===== config.mk =====
export PLATFORM = sky130hd
export DESIGN_NAME = mpac_scale_flat
export DESIGN_NICKNAME = d
export VERILOG_FILES = /design/src/hdl/mpac_pkg.sv /design/src/hdl/mpac_if.sv /design/src/hdl/mpac_scale.sv /design/src/flat_wrapper.sv
export SDC_FILE = /design/constraint.sdc
export NUM_CORES = 2
export LEC_CHECK = 0
export BUFFER_PORTS_ARGS = -buffer_cell sky130_fd_sc_hd__buf_2
export CORE_UTILIZATION = 30
export CTS_CLUSTER_DIAMETER = 150
export DETAILED_ROUTE_END_ITERATION = 8
export PLACE_DENSITY = 0.48
export SYNTH_ARGS = -nofsm -noshare
export SYNTH_HDL_FRONTEND = slang
export SYNTH_SLANG_ARGS = --single-unit
export TNS_END_PERCENT = 50

===== constraint.sdc =====
create_clock -name clk_i -period 20.5 [get_ports clk_i]
set_clock_uncertainty 0.1 [all_clocks]
set_input_delay 2.05 -clock clk_i [delete_from_list [all_inputs] [get_ports clk_i]]
set_output_delay 2.05 -clock clk_i [all_outputs]
set_load 0.02 [all_outputs]

===== src/hdl/mpac_pkg.sv =====
// Shared constants, types and helpers of the average pooling block.
// No dependencies.
`timescale 1ns / 1ps

package mpac_pkg;

  localparam int unsigned CHANNELS_DEF = 256;
  localparam int unsigned WORD_W       = 32;
  localparam int unsigned CH_W         = 8;
  localparam int unsigned CFG_IDX_W    = 1;

  localparam logic [WORD_W-1:0] QNAN    = 32'h7FC0_0000;
  localparam logic [WORD_W-1:0] NEG_INF = 32'hFF80_0000;
  localparam logic [WORD_W-1:0] POS_INF = 32'h7F80_0000;

  typedef enum logic [CFG_IDX_W-1:0] {
    CFG_OUTPUT_MIN = 1'b0,
    CFG_OUTPUT_MAX = 1'b1
  } cfg_idx_e;

  // finished window sum handed from the accumulator to the scaler
  typedef struct packed {
    logic [WORD_W-1:0] sum;
    logic [WORD_W-1:0] scale;
    logic [CH_W-1:0]   ch;
  } acc_word_t;

  // leading zero count, 48 when the word is zero
  function automatic logic [5:0] lzc48(input logic [47:0] x);
    logic [5:0] n;
    n = 6'd48;
    for (int i = 0; i < 48; i++) begin
      if (x[i]) n = 6'(47 - i);
    end
    return n;
  endfunction

endpackage


===== src/hdl/mpac_if.sv =====


interface mpac_out_if import mpac_pkg::*; ();
  logic              valid;
  logic              ready;
  logic [WORD_W-1:0] average_bits;
  logic [CH_W-1:0]   out_channel;

  modport source (output valid, average_bits, out_channel, input ready);
  modport sink (input valid, average_bits, out_channel, output ready);
endinterface


===== src/hdl/mpac_scale.sv =====
// Scaling pipeline: binary32 multiply, normalize and round, clamp, output
// register; also holds the clamp bound registers. Depends on mpac_pkg, mpac_if.
`timescale 1ns / 1ps

module mpac_scale import mpac_pkg::*; (
  input  logic                 clk_i,
  input  logic                 rst_ni,
  input  logic                 cfg_we_i,
  input  logic [CFG_IDX_W-1:0] cfg_idx_i,
  input  logic [WORD_W-1:0]    cfg_data_i,
  input  acc_word_t            acc_i,
  input  logic                 acc_valid_i,
  output logic                 acc_ready_o,
  mpac_out_if.source           out_o
);

  logic [WORD_W-1:0] min_q, max_q;

  logic rdy4, rdy5, rdy6, rdy7, rdy8;
  logic v4_q, v5_q, v6_q, v7_q, v8_q;

  logic [WORD_W-1:0] s4_q, c4_q;
  logic [CH_W-1:0]   ch4_q, ch5_q, ch6_q, ch7_q, ch8_q;
  logic [47:0]       p5_q, p6_q;
  logic signed [10:0] t5_q, t6_q;
  logic              sgn5_q, sgn6_q, spec5_q, spec6_q;
  logic [WORD_W-1:0] specb5_q, specb6_q, res7_q, avg8_q;
  logic [5:0]        lz6_q;

  function automatic logic flt_lt(input logic [31:0] a, input logic [31:0] b);
    logic an, bn;
    an = (&a[30:23]) && (|a[22:0]);
    bn = (&b[30:23]) && (|b[22:0]);
    if (an || bn) return 1'b0;
    if (a[30:0] == 31'd0 && b[30:0] == 31'd0) return 1'b0;
    if (a[31] != b[31]) return a[31];
    if (!a[31]) return a[30:0] < b[30:0];
    return a[30:0] > b[30:0];
  endfunction

  assign rdy8 = !v8_q || out_o.ready;
  assign rdy7 = !v7_q || rdy8;
  assign rdy6 = !v6_q || rdy7;
  assign rdy5 = !v5_q || rdy6;
  assign rdy4 = !v4_q || rdy5;
  assign acc_ready_o = rdy4;

  // ---- multiply
  logic [7:0]  ea, eb;
  logic [23:0] ma, mb;
  logic [47:0] p_d;
  logic signed [10:0] t_d;
  logic a_nan, b_nan, a_inf, b_inf, a_zero, b_zero, spec_d, sgn_d;
  logic [WORD_W-1:0] specb_d;

  always_comb begin
    ea     = (s4_q[30:23] == 8'd0) ? 8'd1 : s4_q[30:23];
    eb     = (c4_q[30:23] == 8'd0) ? 8'd1 : c4_q[30:23];
    ma     = {|s4_q[30:23], s4_q[22:0]};
    mb     = {|c4_q[30:23], c4_q[22:0]};
    p_d    = ma * mb;
    t_d    = $signed({3'd0, ea}) + $signed({3'd0, eb}) - 11'sd126;
    sgn_d  = s4_q[31] ^ c4_q[31];
    a_nan  = (&s4_q[30:23]) && (|s4_q[22:0]);
    b_nan  = (&c4_q[30:23]) && (|c4_q[22:0]);
    a_inf  = (&s4_q[30:23]) && !(|s4_q[22:0]);
    b_inf  = (&c4_q[30:23]) && !(|c4_q[22:0]);
    a_zero = s4_q[30:0] == 31'd0;
    b_zero = c4_q[30:0] == 31'd0;
    spec_d  = 1'b1;
    specb_d = {sgn_d, POS_INF[30:0]};
    if (a_nan || b_nan || (a_inf && b_zero) || (b_inf && a_zero)) begin
      specb_d = QNAN;
    end else if (!(a_inf || b_inf)) begin
      spec_d = 1'b0;
    end
  end

  // ---- normalize and round the product
  logic signed [10:0] e_n;
  logic [5:0]  sl;
  logic [6:0]  sr;
  logic [8:0]  expf;
  logic [95:0] wide;
  logic [47:0] q;
  logic        st, up;
  logic [30:0] r31;
  logic [WORD_W-1:0] res_d;

  always_comb begin
    e_n = t6_q - $signed({5'd0, lz6_q});
    sl  = 6'd0;
    sr  = 7'd0;
    expf = 9'd0;
    if (e_n >= 11'sd1) begin
      sl   = lz6_q;
      expf = (e_n > 11'sd255) ? 9'd255 : 9'(e_n);
    end else if (t6_q >= 11'sd1) begin
      sl = 6'(t6_q - 11'sd1);
    end else begin
      // deep subnormal: shift right with sticky
      sr = ((11'sd1 - t6_q) > 11'sd96) ? 7'd96 : 7'(11'sd1 - t6_q);
    end
    wide = {p6_q << sl, 48'd0} >> sr;
    q    = wide[95:48];
    st   = |wide[47:0];
    up   = q[23] & (q[24] | (|q[22:0]) | st);
    r31  = {expf[7:0], q[46:24]} + 31'(up);
    if (spec6_q) begin
      res_d = specb6_q;
    end else if (p6_q == 48'd0) begin
      res_d = {sgn6_q, 31'd0};
    end else if (expf >= 9'd255) begin
      res_d = {sgn6_q, POS_INF[30:0]};
    end else begin
      res_d = {sgn6_q, r31};
    end
  end

  // ---- clamp: raise to min, then lower to max
  logic [WORD_W-1:0] clamp_d;

  always_comb begin
    clamp_d = res7_q;
    if (flt_lt(clamp_d, min_q)) clamp_d = min_q;
    if (flt_lt(max_q, clamp_d)) clamp_d = max_q;
  end

  assign out_o.valid        = v8_q;
  assign out_o.average_bits = avg8_q;
  assign out_o.out_channel  = ch8_q;

  always_ff @(posedge clk_i or negedge rst_ni) begin
    if (!rst_ni) begin
      min_q <= NEG_INF;
      max_q <= POS_INF;
      v4_q  <= 1'b0;
      v5_q  <= 1'b0;
      v6_q  <= 1'b0;
      v7_q  <= 1'b0;
      v8_q  <= 1'b0;
    end else begin
      if (cfg_we_i) begin
        unique case (cfg_idx_e'(cfg_idx_i))
          CFG_OUTPUT_MIN: min_q <= cfg_data_i;
          CFG_OUTPUT_MAX: max_q <= cfg_data_i;
        endcase
      end
      if (rdy4) v4_q <= acc_valid_i;
      if (rdy5) v5_q <= v4_q;
      if (rdy6) v6_q <= v5_q;
      if (rdy7) v7_q <= v6_q;
      if (rdy8) v8_q <= v7_q;
    end
  end

  always_ff @(posedge clk_i) begin
    if (rdy4) begin
      s4_q  <= acc_i.sum;
      c4_q  <= acc_i.scale;
      ch4_q <= acc_i.ch;
    end
    if (rdy5) begin
      p5_q     <= p_d;
      t5_q     <= t_d;
      sgn5_q   <= sgn_d;
      spec5_q  <= spec_d;
      specb5_q <= specb_d;
      ch5_q    <= ch4_q;
    end
    if (rdy6) begin
      p6_q     <= p5_q;
      t6_q     <= t5_q;
      lz6_q    <= lzc48(p5_q);
      sgn6_q   <= sgn5_q;
      spec6_q  <= spec5_q;
      specb6_q <= specb5_q;
      ch6_q    <= ch5_q;
    end
    if (rdy7) begin
      res7_q <= res_d;
      ch7_q  <= ch6_q;
    end
    if (rdy8) begin
      avg8_q <= clamp_d;
      ch8_q  <= ch7_q;
    end
  end

endmodule


===== src/flat_wrapper.sv =====
// flat-port wrapper written by rule: the top's interface ports become plain ports
module mpac_scale_flat import mpac_pkg::*;
  (clk_i, rst_ni, cfg_we_i, cfg_idx_i, cfg_data_i, acc_i, acc_valid_i, acc_ready_o, out_o_valid, out_o_average_bits, out_o_out_channel, out_o_ready);
  mpac_out_if out_o_i ();
  input  logic clk_i;
  input  logic rst_ni;
  input  logic cfg_we_i;
  input  logic [CFG_IDX_W-1:0] cfg_idx_i;
  input  logic [WORD_W-1:0] cfg_data_i;
  input  acc_word_t acc_i;
  input  logic acc_valid_i;
  output logic acc_ready_o;
  output wire logic [$bits(out_o_i.valid)-1:0] out_o_valid;
  output wire logic [$bits(out_o_i.average_bits)-1:0] out_o_average_bits;
  output wire logic [$bits(out_o_i.out_channel)-1:0] out_o_out_channel;
  input wire logic [$bits(out_o_i.ready)-1:0] out_o_ready;
  assign out_o_valid = out_o_i.valid;
  assign out_o_average_bits = out_o_i.average_bits;
  assign out_o_out_channel = out_o_i.out_channel;
  assign out_o_i.ready = out_o_ready;
  mpac_scale u_core (.clk_i(clk_i), .rst_ni(rst_ni), .cfg_we_i(cfg_we_i), .cfg_idx_i(cfg_idx_i), .cfg_data_i(cfg_data_i), .acc_i(acc_i), .acc_valid_i(acc_valid_i), .acc_ready_o(acc_ready_o), .out_o(out_o_i));
endmodule

Word-level counts from Yosys, hierarchy flattened
Cells that the tools add are included.
{"block": "totals", "ff_bits": 429, "out_inout_bits": 42, "elab_cells": 219}
{"block": "classes", "addsub": 6, "n_mul": 1, "n_lt_le_gt_ge": 9, "n_eq_ne": 2, "n_shift": 2, "n_mux": 99, "bitwise_logic": 5, "reduce_logical": 62}
{"op": "31-bit zero test", "count": 6}
{"op": "23-bit OR reduction", "count": 7}
{"op": "5-bit 2-to-1 mux", "count": 32}
{"op": "32-bit 2-to-1 mux", "count": 3}
{"op": "96-bit by 7-bit right shift with 95-bit output", "count": 1}
{"op": "31-bit greater-than comparator", "count": 2}
{"op": "31-bit < comparator", "count": 2}
{"op": "31-bit 2-to-1 mux", "count": 2}
{"op": "48-bit zero test", "count": 1}
{"op": "24-bit by 24-bit multiplier with 48-bit output", "count": 1}
{"op": "8-bit AND reduction", "count": 6}
{"op": "48-bit OR reduction", "count": 1}
{"op": "48-bit by 6-bit << shifter with 48-bit output", "count": 1}
{"op": "1-bit 2-to-1 mux", "count": 38}
{"op": "4-bit 2-to-1 mux", "count": 8}
{"op": "32-bit OR reduction", "count": 1}
{"op": "31-bit by 1-bit adder with 31-bit output", "count": 1}
{"op": "8-bit OR reduction", "count": 3}
{"op": "23-bit 2-to-1 mux", "count": 1}
{"op": "11-bit by 2-bit >= comparator with 1-bit output, second input constant", "count": 2}
{"op": "7-bit 2-to-1 mux", "count": 3}
{"op": "9-bit 2-to-1 mux", "count": 2}
{"op": "8-bit zero test", "count": 2}
{"op": "8-bit 2-to-1 mux", "count": 2}
{"op": "other kinds (23)", "count": 58}

Longest topological paths before layout
{"block": "depth", "depth_word": 47, "depth_mapped": 39, "depth_no_buf": 37}

Worst setup path after synthesis
No wires, ideal clock.
{"block": "synth_path", "kind": "register to register", "startpoint": "register u_core.c4_q[3]", "endpoint": "register u_core.p5_q[46], data pin", "setup_time_ns": 0.258, "arrival_ns": 7.877, "required_time_ns": 20.142, "path_slack_ns": 12.265, "stages_incl_launch_ff": 30, "n_path_buf": 2, "period_less_slack_ns": 8.235, "cell_sequence": "edfxtp_1 > clkbuf_1 > clkbuf_1 > nand2_1 > fa_1 > inv_1 > fa_1 > fa_1 > inv_1 > fa_1 > fa_1 > inv_1 > fa_1 > fa_1 > ha_1 > or4_1 > o211a_1 > o31ai_1 > a21oi_1 > o221ai_1 > o2111ai_1 > nand2_1 > a21oi_1 > a211o_1 > a21o_1 > and3_1 > or2_2 > a221o_1 > a21oi_1 > xnor2_1"}
{"block": "synth_between", "elab_chain_len": 1}
{"item": "from (decl)", "line": "mpac_scale.sv:22", "text": "logic [WORD_W-1:0] s4_q, c4_q;"}
{"item": "from (signal assigned)", "line": "mpac_scale.sv:160", "text": "c4_q <= acc_i.scale;"}
{"item": "24-bit by 24-bit multiplier with 48-bit output", "line": "mpac_scale.sv:61", "text": "p_d = ma * mb;"}
{"item": "named net u_core.p_d[46]", "line": "mpac_scale.sv:51", "text": "logic [47:0] p_d;"}
{"item": "to (signal assigned)", "line": "mpac_scale.sv:164", "text": "p5_q <= p_d;"}
{"item": "to (decl)", "line": "mpac_scale.sv:24", "text": "logic [47:0] p5_q, p6_q;"}
The timed path passes the listed nets, and every way through them passes these cells.
A chain may end at the register's enable or synchronous reset.

Worst setup path after layout
{"block": "layout_path", "startpoint": "register u_core.s4_q[12]", "endpoint": "register u_core.p5_q[46], data pin"}
{"block": "layout_between", "elab_chain_len": 1}
{"item": "from (decl)", "line": "mpac_scale.sv:22"}
{"item": "from (signal assigned)", "line": "mpac_scale.sv:159", "text": "s4_q <= acc_i.sum;"}
{"item": "24-bit by 24-bit multiplier with 48-bit output", "line": "mpac_scale.sv:61"}
{"item": "named net u_core.p_d[46]", "line": "mpac_scale.sv:51"}
The timed path passes the listed nets, and every way through them passes these cells.

==> impl_metrics.csv <==
group,metric,value,unit
outcome,status,"finished clean",
timing,hold_viol,0,
cts,ctsHtreeMaxLevel,2,
synth,synth_top_family_by_area,"adder cells",
cts,root_buffer,"clkbuf_16",
synth,async_flop_share,18.7,%
worst_setup_path,start_kind,"register",
timing,setup_violations,0,
routing,wl_per_cell,21.9,um
global_route,grt_max_degree,79,
cts,clock_path_buffers,3,
routing,ant_nets,0,
worst_setup_path,crit_path_end_kind,"register",
routing,drt_iter0_markers,2579,
cts,cts_resized,0,
timing,worst_pin_slew,1.21,ns
routing,drt_wl_total,138000,um
synth,netlist_instances,4467,
routing,first_pass_iters,6,
floorplanning,fp-row-count,136,
global_route,grt_pass1_wl,213000,um
synth,yosys.area_share.simple,18.3,%
global_route,antenna_found_initial,4,
worst_setup_path,crit_top_cell,"fa_1",
cts,clkTransAtPathRegs,0.06,ns
timing,fmax,102,MHz
synth,syn-num-nets,5315,
routing,route.layer.met1.wl,61000,um
worst_setup_path,required,20.74,ns
worst_setup_path,cp_data_arrival_time,10.05,ns
cts,cts_hold_buf,0,
placed_design,dp_hpwl,107000,um
floorplanning,coreArea,0.138,mm2
timing,rsz0062_at_grt,"no",
synth,synthAdderAreaFrac,30.8,%
routing,via_per_inst,5.25,
placed_design,gp_congestion,0.960,
synth,synth_flop_cell,"edfxtp_1",
layout,nets,5344,
synth,synth_warnings,0,
timing,maxSlewViolCount,0,
worst_setup_path,worstSetupPathType,"reg -> reg",
cts,cts_tree,"yes",
timing,setup_tns,0,ns
run,maxCapViolCount,0,
routing,wl_met3,6980,um
synth,synth_edf_count,300,
placed_design,port_buffers,151,
cts,cts_made_buffers,45,
timing,relSlewSlack,19.4,%
cts,post-cts-setup-buffers,0,
floorplanning,die_w,375,um
floorplanning,boundaryPins,152,
floorplanning,dieArea,0.141,mm2
synth,synth-compound-area-share,11.7,%
cts,cts.sinks,369,
worst_setup_path,path_max_fanout,25,
synth,synth_mux_area_share,4.20,%
worst_setup_path,max_stage_delay,1.14,ns
routing,wl_met2,66600,um
worst_setup_path,cp_slowest_cell,"edfxtp_1",
floorplanning,fp.dieH,375,um
global_route,grt_pass1_vias,34000,
routing,vias,33200,
timing,fin_crit,9.80,ns
timing,fin_crit_sh,47.8,%
layout,n_antenna_cell,0,
synth,ys_ff_latch,369,
synth,synthXorXnorAreaFrac,1.59,%
global_route,grt_use_total,19.6,%
routing,highest_layer,"met5",
synth,yosysUniqueCellTypes,110,
min_path,min_path_type,"reg -> reg",
layout,synthToLayoutAreaGrowth,9.55,%
worst_setup_path,r2r_slack,10.70,ns
synth,synth_area_per_cell,9.36,um2
layout,post-route-util,33.2,%
routing,drc,0,
synth,synthesis.area,0.0418,mm2
synth,yosysSeqAreaShare,25.7,%
layout,layout-drive-gt1-share,9.49,%
floorplanning,start_util,30.3,%
cts,insertion_delay,0.62,ns
global_route,overflow,0,
## cells in the final DEF, fill, tap and decap left out, drive strengths merged, types with 99 or more instances in the layout
master and instances:
nand2 599, fa 484, o21ai 169, buf 219
nand3 179, ha 254, edfxtp 300, mux2i 99
inv 596, and2 219, nor2 209, a21oi 177
## area by class of cell
| class | instances | area, um2 |
|---|---|---|
| Clock buffer | 53 | 1170 |
| Clock inverter | 29 | 275 |
| Tap cell | 1794 | 2240 |
| Multi-Input combinational cell | 3269 | 27900 |
| Timing Repair Buffer | 219 | 1270 |
| Fill cell | 14300 | 92000 |
| Sequential cell | 369 | 10800 |
| Inverter | 592 | 2220 |
## critical path, delay by kind of cell, from the launching register on
kind / cells / cell delay [ns]
buffers and inverters: 3 / 0.15
DFF: 1 / 1.14
adders and majority gates: 8 / 3.76
AOI/OAI and AO/OA: 10 / 2.91
and+or+nand+nor: 5 / 1.38
xor gates and xnor gates: 1 / 0.08
## metal layers
metal | vias up | GRT usage, %
met5 | - | 0
met4 | 2 | 5.41
met3 | 177 | 1.94
met2 | 1076 | 33.2
met1 | 16700 | 26.6
li1 | 15300 | -
## per-stage QoR
step / worst slack [ns] / hold WS (ns) / instance area, um2 / instances
2_1_floorplan: 12.27 / 0.300 / 41800 / 4467
4_1_cts: 10.62 / 0.296 / 45800 / 6325
5_1_grt: 10.32 / 0.303 / 45800 / 6325
3_5_place_dp: 10.66 / 0.305 / 44400 / 6243
3_3_place_gp: 10.70 / 0.301 / 44400 / 6243
6_report: 10.70 / 0.297 / 45800 / 6325
## path summary, 6_finish.rpt
path	start	depth (start not counted)	to
worst max-delay path	u_core.s4_q[12]	27	u_core.p5_q[46]
worst max register to register	u_core.s4_q[12]	27	u_core.p5_q[46]
worst min-delay path	u_core.t5_q[0]	0	u_core.t6_q[0]
max in group asynchronous	rst_ni	2	u_core.out_o.valid
worst min register to register	u_core.t5_q[0]	0	u_core.t6_q[0]
min in group asynchronous	rst_ni	2	u_core.min_q[2]
## cell families (layout without fill, tap and decap cells)
| family | Yosys count | after routing |
|---|---|---|
| buffers and inverters | 829 | 893 |
| adder cells (fa/ha/maj) | 738 | 738 |
| AND/OR/NAND/NOR | 1572 | 1572 |
| flip-flops | 369 | 369 |
| multiplexers | 159 | 159 |
| AO/OA/AOI/OAI | 724 | 724 |
| XOR/XNOR | 76 | 76 |
## flip-flops by register name, summed over array words and instances (netlist names), 2 cells and up
register and flops:
u_core.p5_q 48, u_core.p6_q 48, u_core.c4_q 32, u_core.max_q 32
u_core.min_q 32, u_core.out_o.average_bits 32, u_core.res7_q 32, u_core.s4_q 32
u_core.t5_q 11, u_core.t6_q 11, u_core.ch4_q 8, u_core.ch5_q 8
u_core.ch6_q 8, u_core.ch7_q 8, u_core.out_o.out_channel 8, u_core.lz6_q 6
u_core.specb5_q 2, u_core.specb6_q 2
## cells in the mapped netlist, drive strengths merged (10+ instances only)
cell type / number / area (um2)
nand2: 599 / 2250
and3: 20 / 125
a311oi: 10 / 100
o22ai: 21 / 131
dfstp: 17 / 447
nor3: 92 / 485
clkbuf: 174 / 654
fa: 484 / 9690
nand3: 179 / 913
a22oi: 21 / 158
or3: 11 / 68.8
nor4: 83 / 562
nor2: 209 / 795
nor2b: 23 / 144
nand2b: 37 / 239
o2111ai: 11 / 96.3
a221oi: 22 / 223
inv: 592 / 2220
or4: 10 / 82.6
o211ai: 38 / 305
a211oi: 35 / 273
o21bai: 22 / 165
xor2: 26 / 228
edfxtp: 300 / 9010
ha: 254 / 3180
or2: 10 / 62.6
mux2: 55 / 623
a21oi: 177 / 890
o31ai: 27 / 208
o21a: 15 / 113
buf: 63 / 374
xnor2: 50 / 438
mux2i: 99 / 1020
nand4: 65 / 413
o21ai: 169 / 857
a21boi: 10 / 75.1
a21o: 31 / 233
dfrtp: 52 / 1300
a31oi: 27 / 169
and2: 219 / 1370
Power is left out: the tool's default activity adds up to more than one toggle a clock period on the data nets, which glitch-free logic cannot reach.
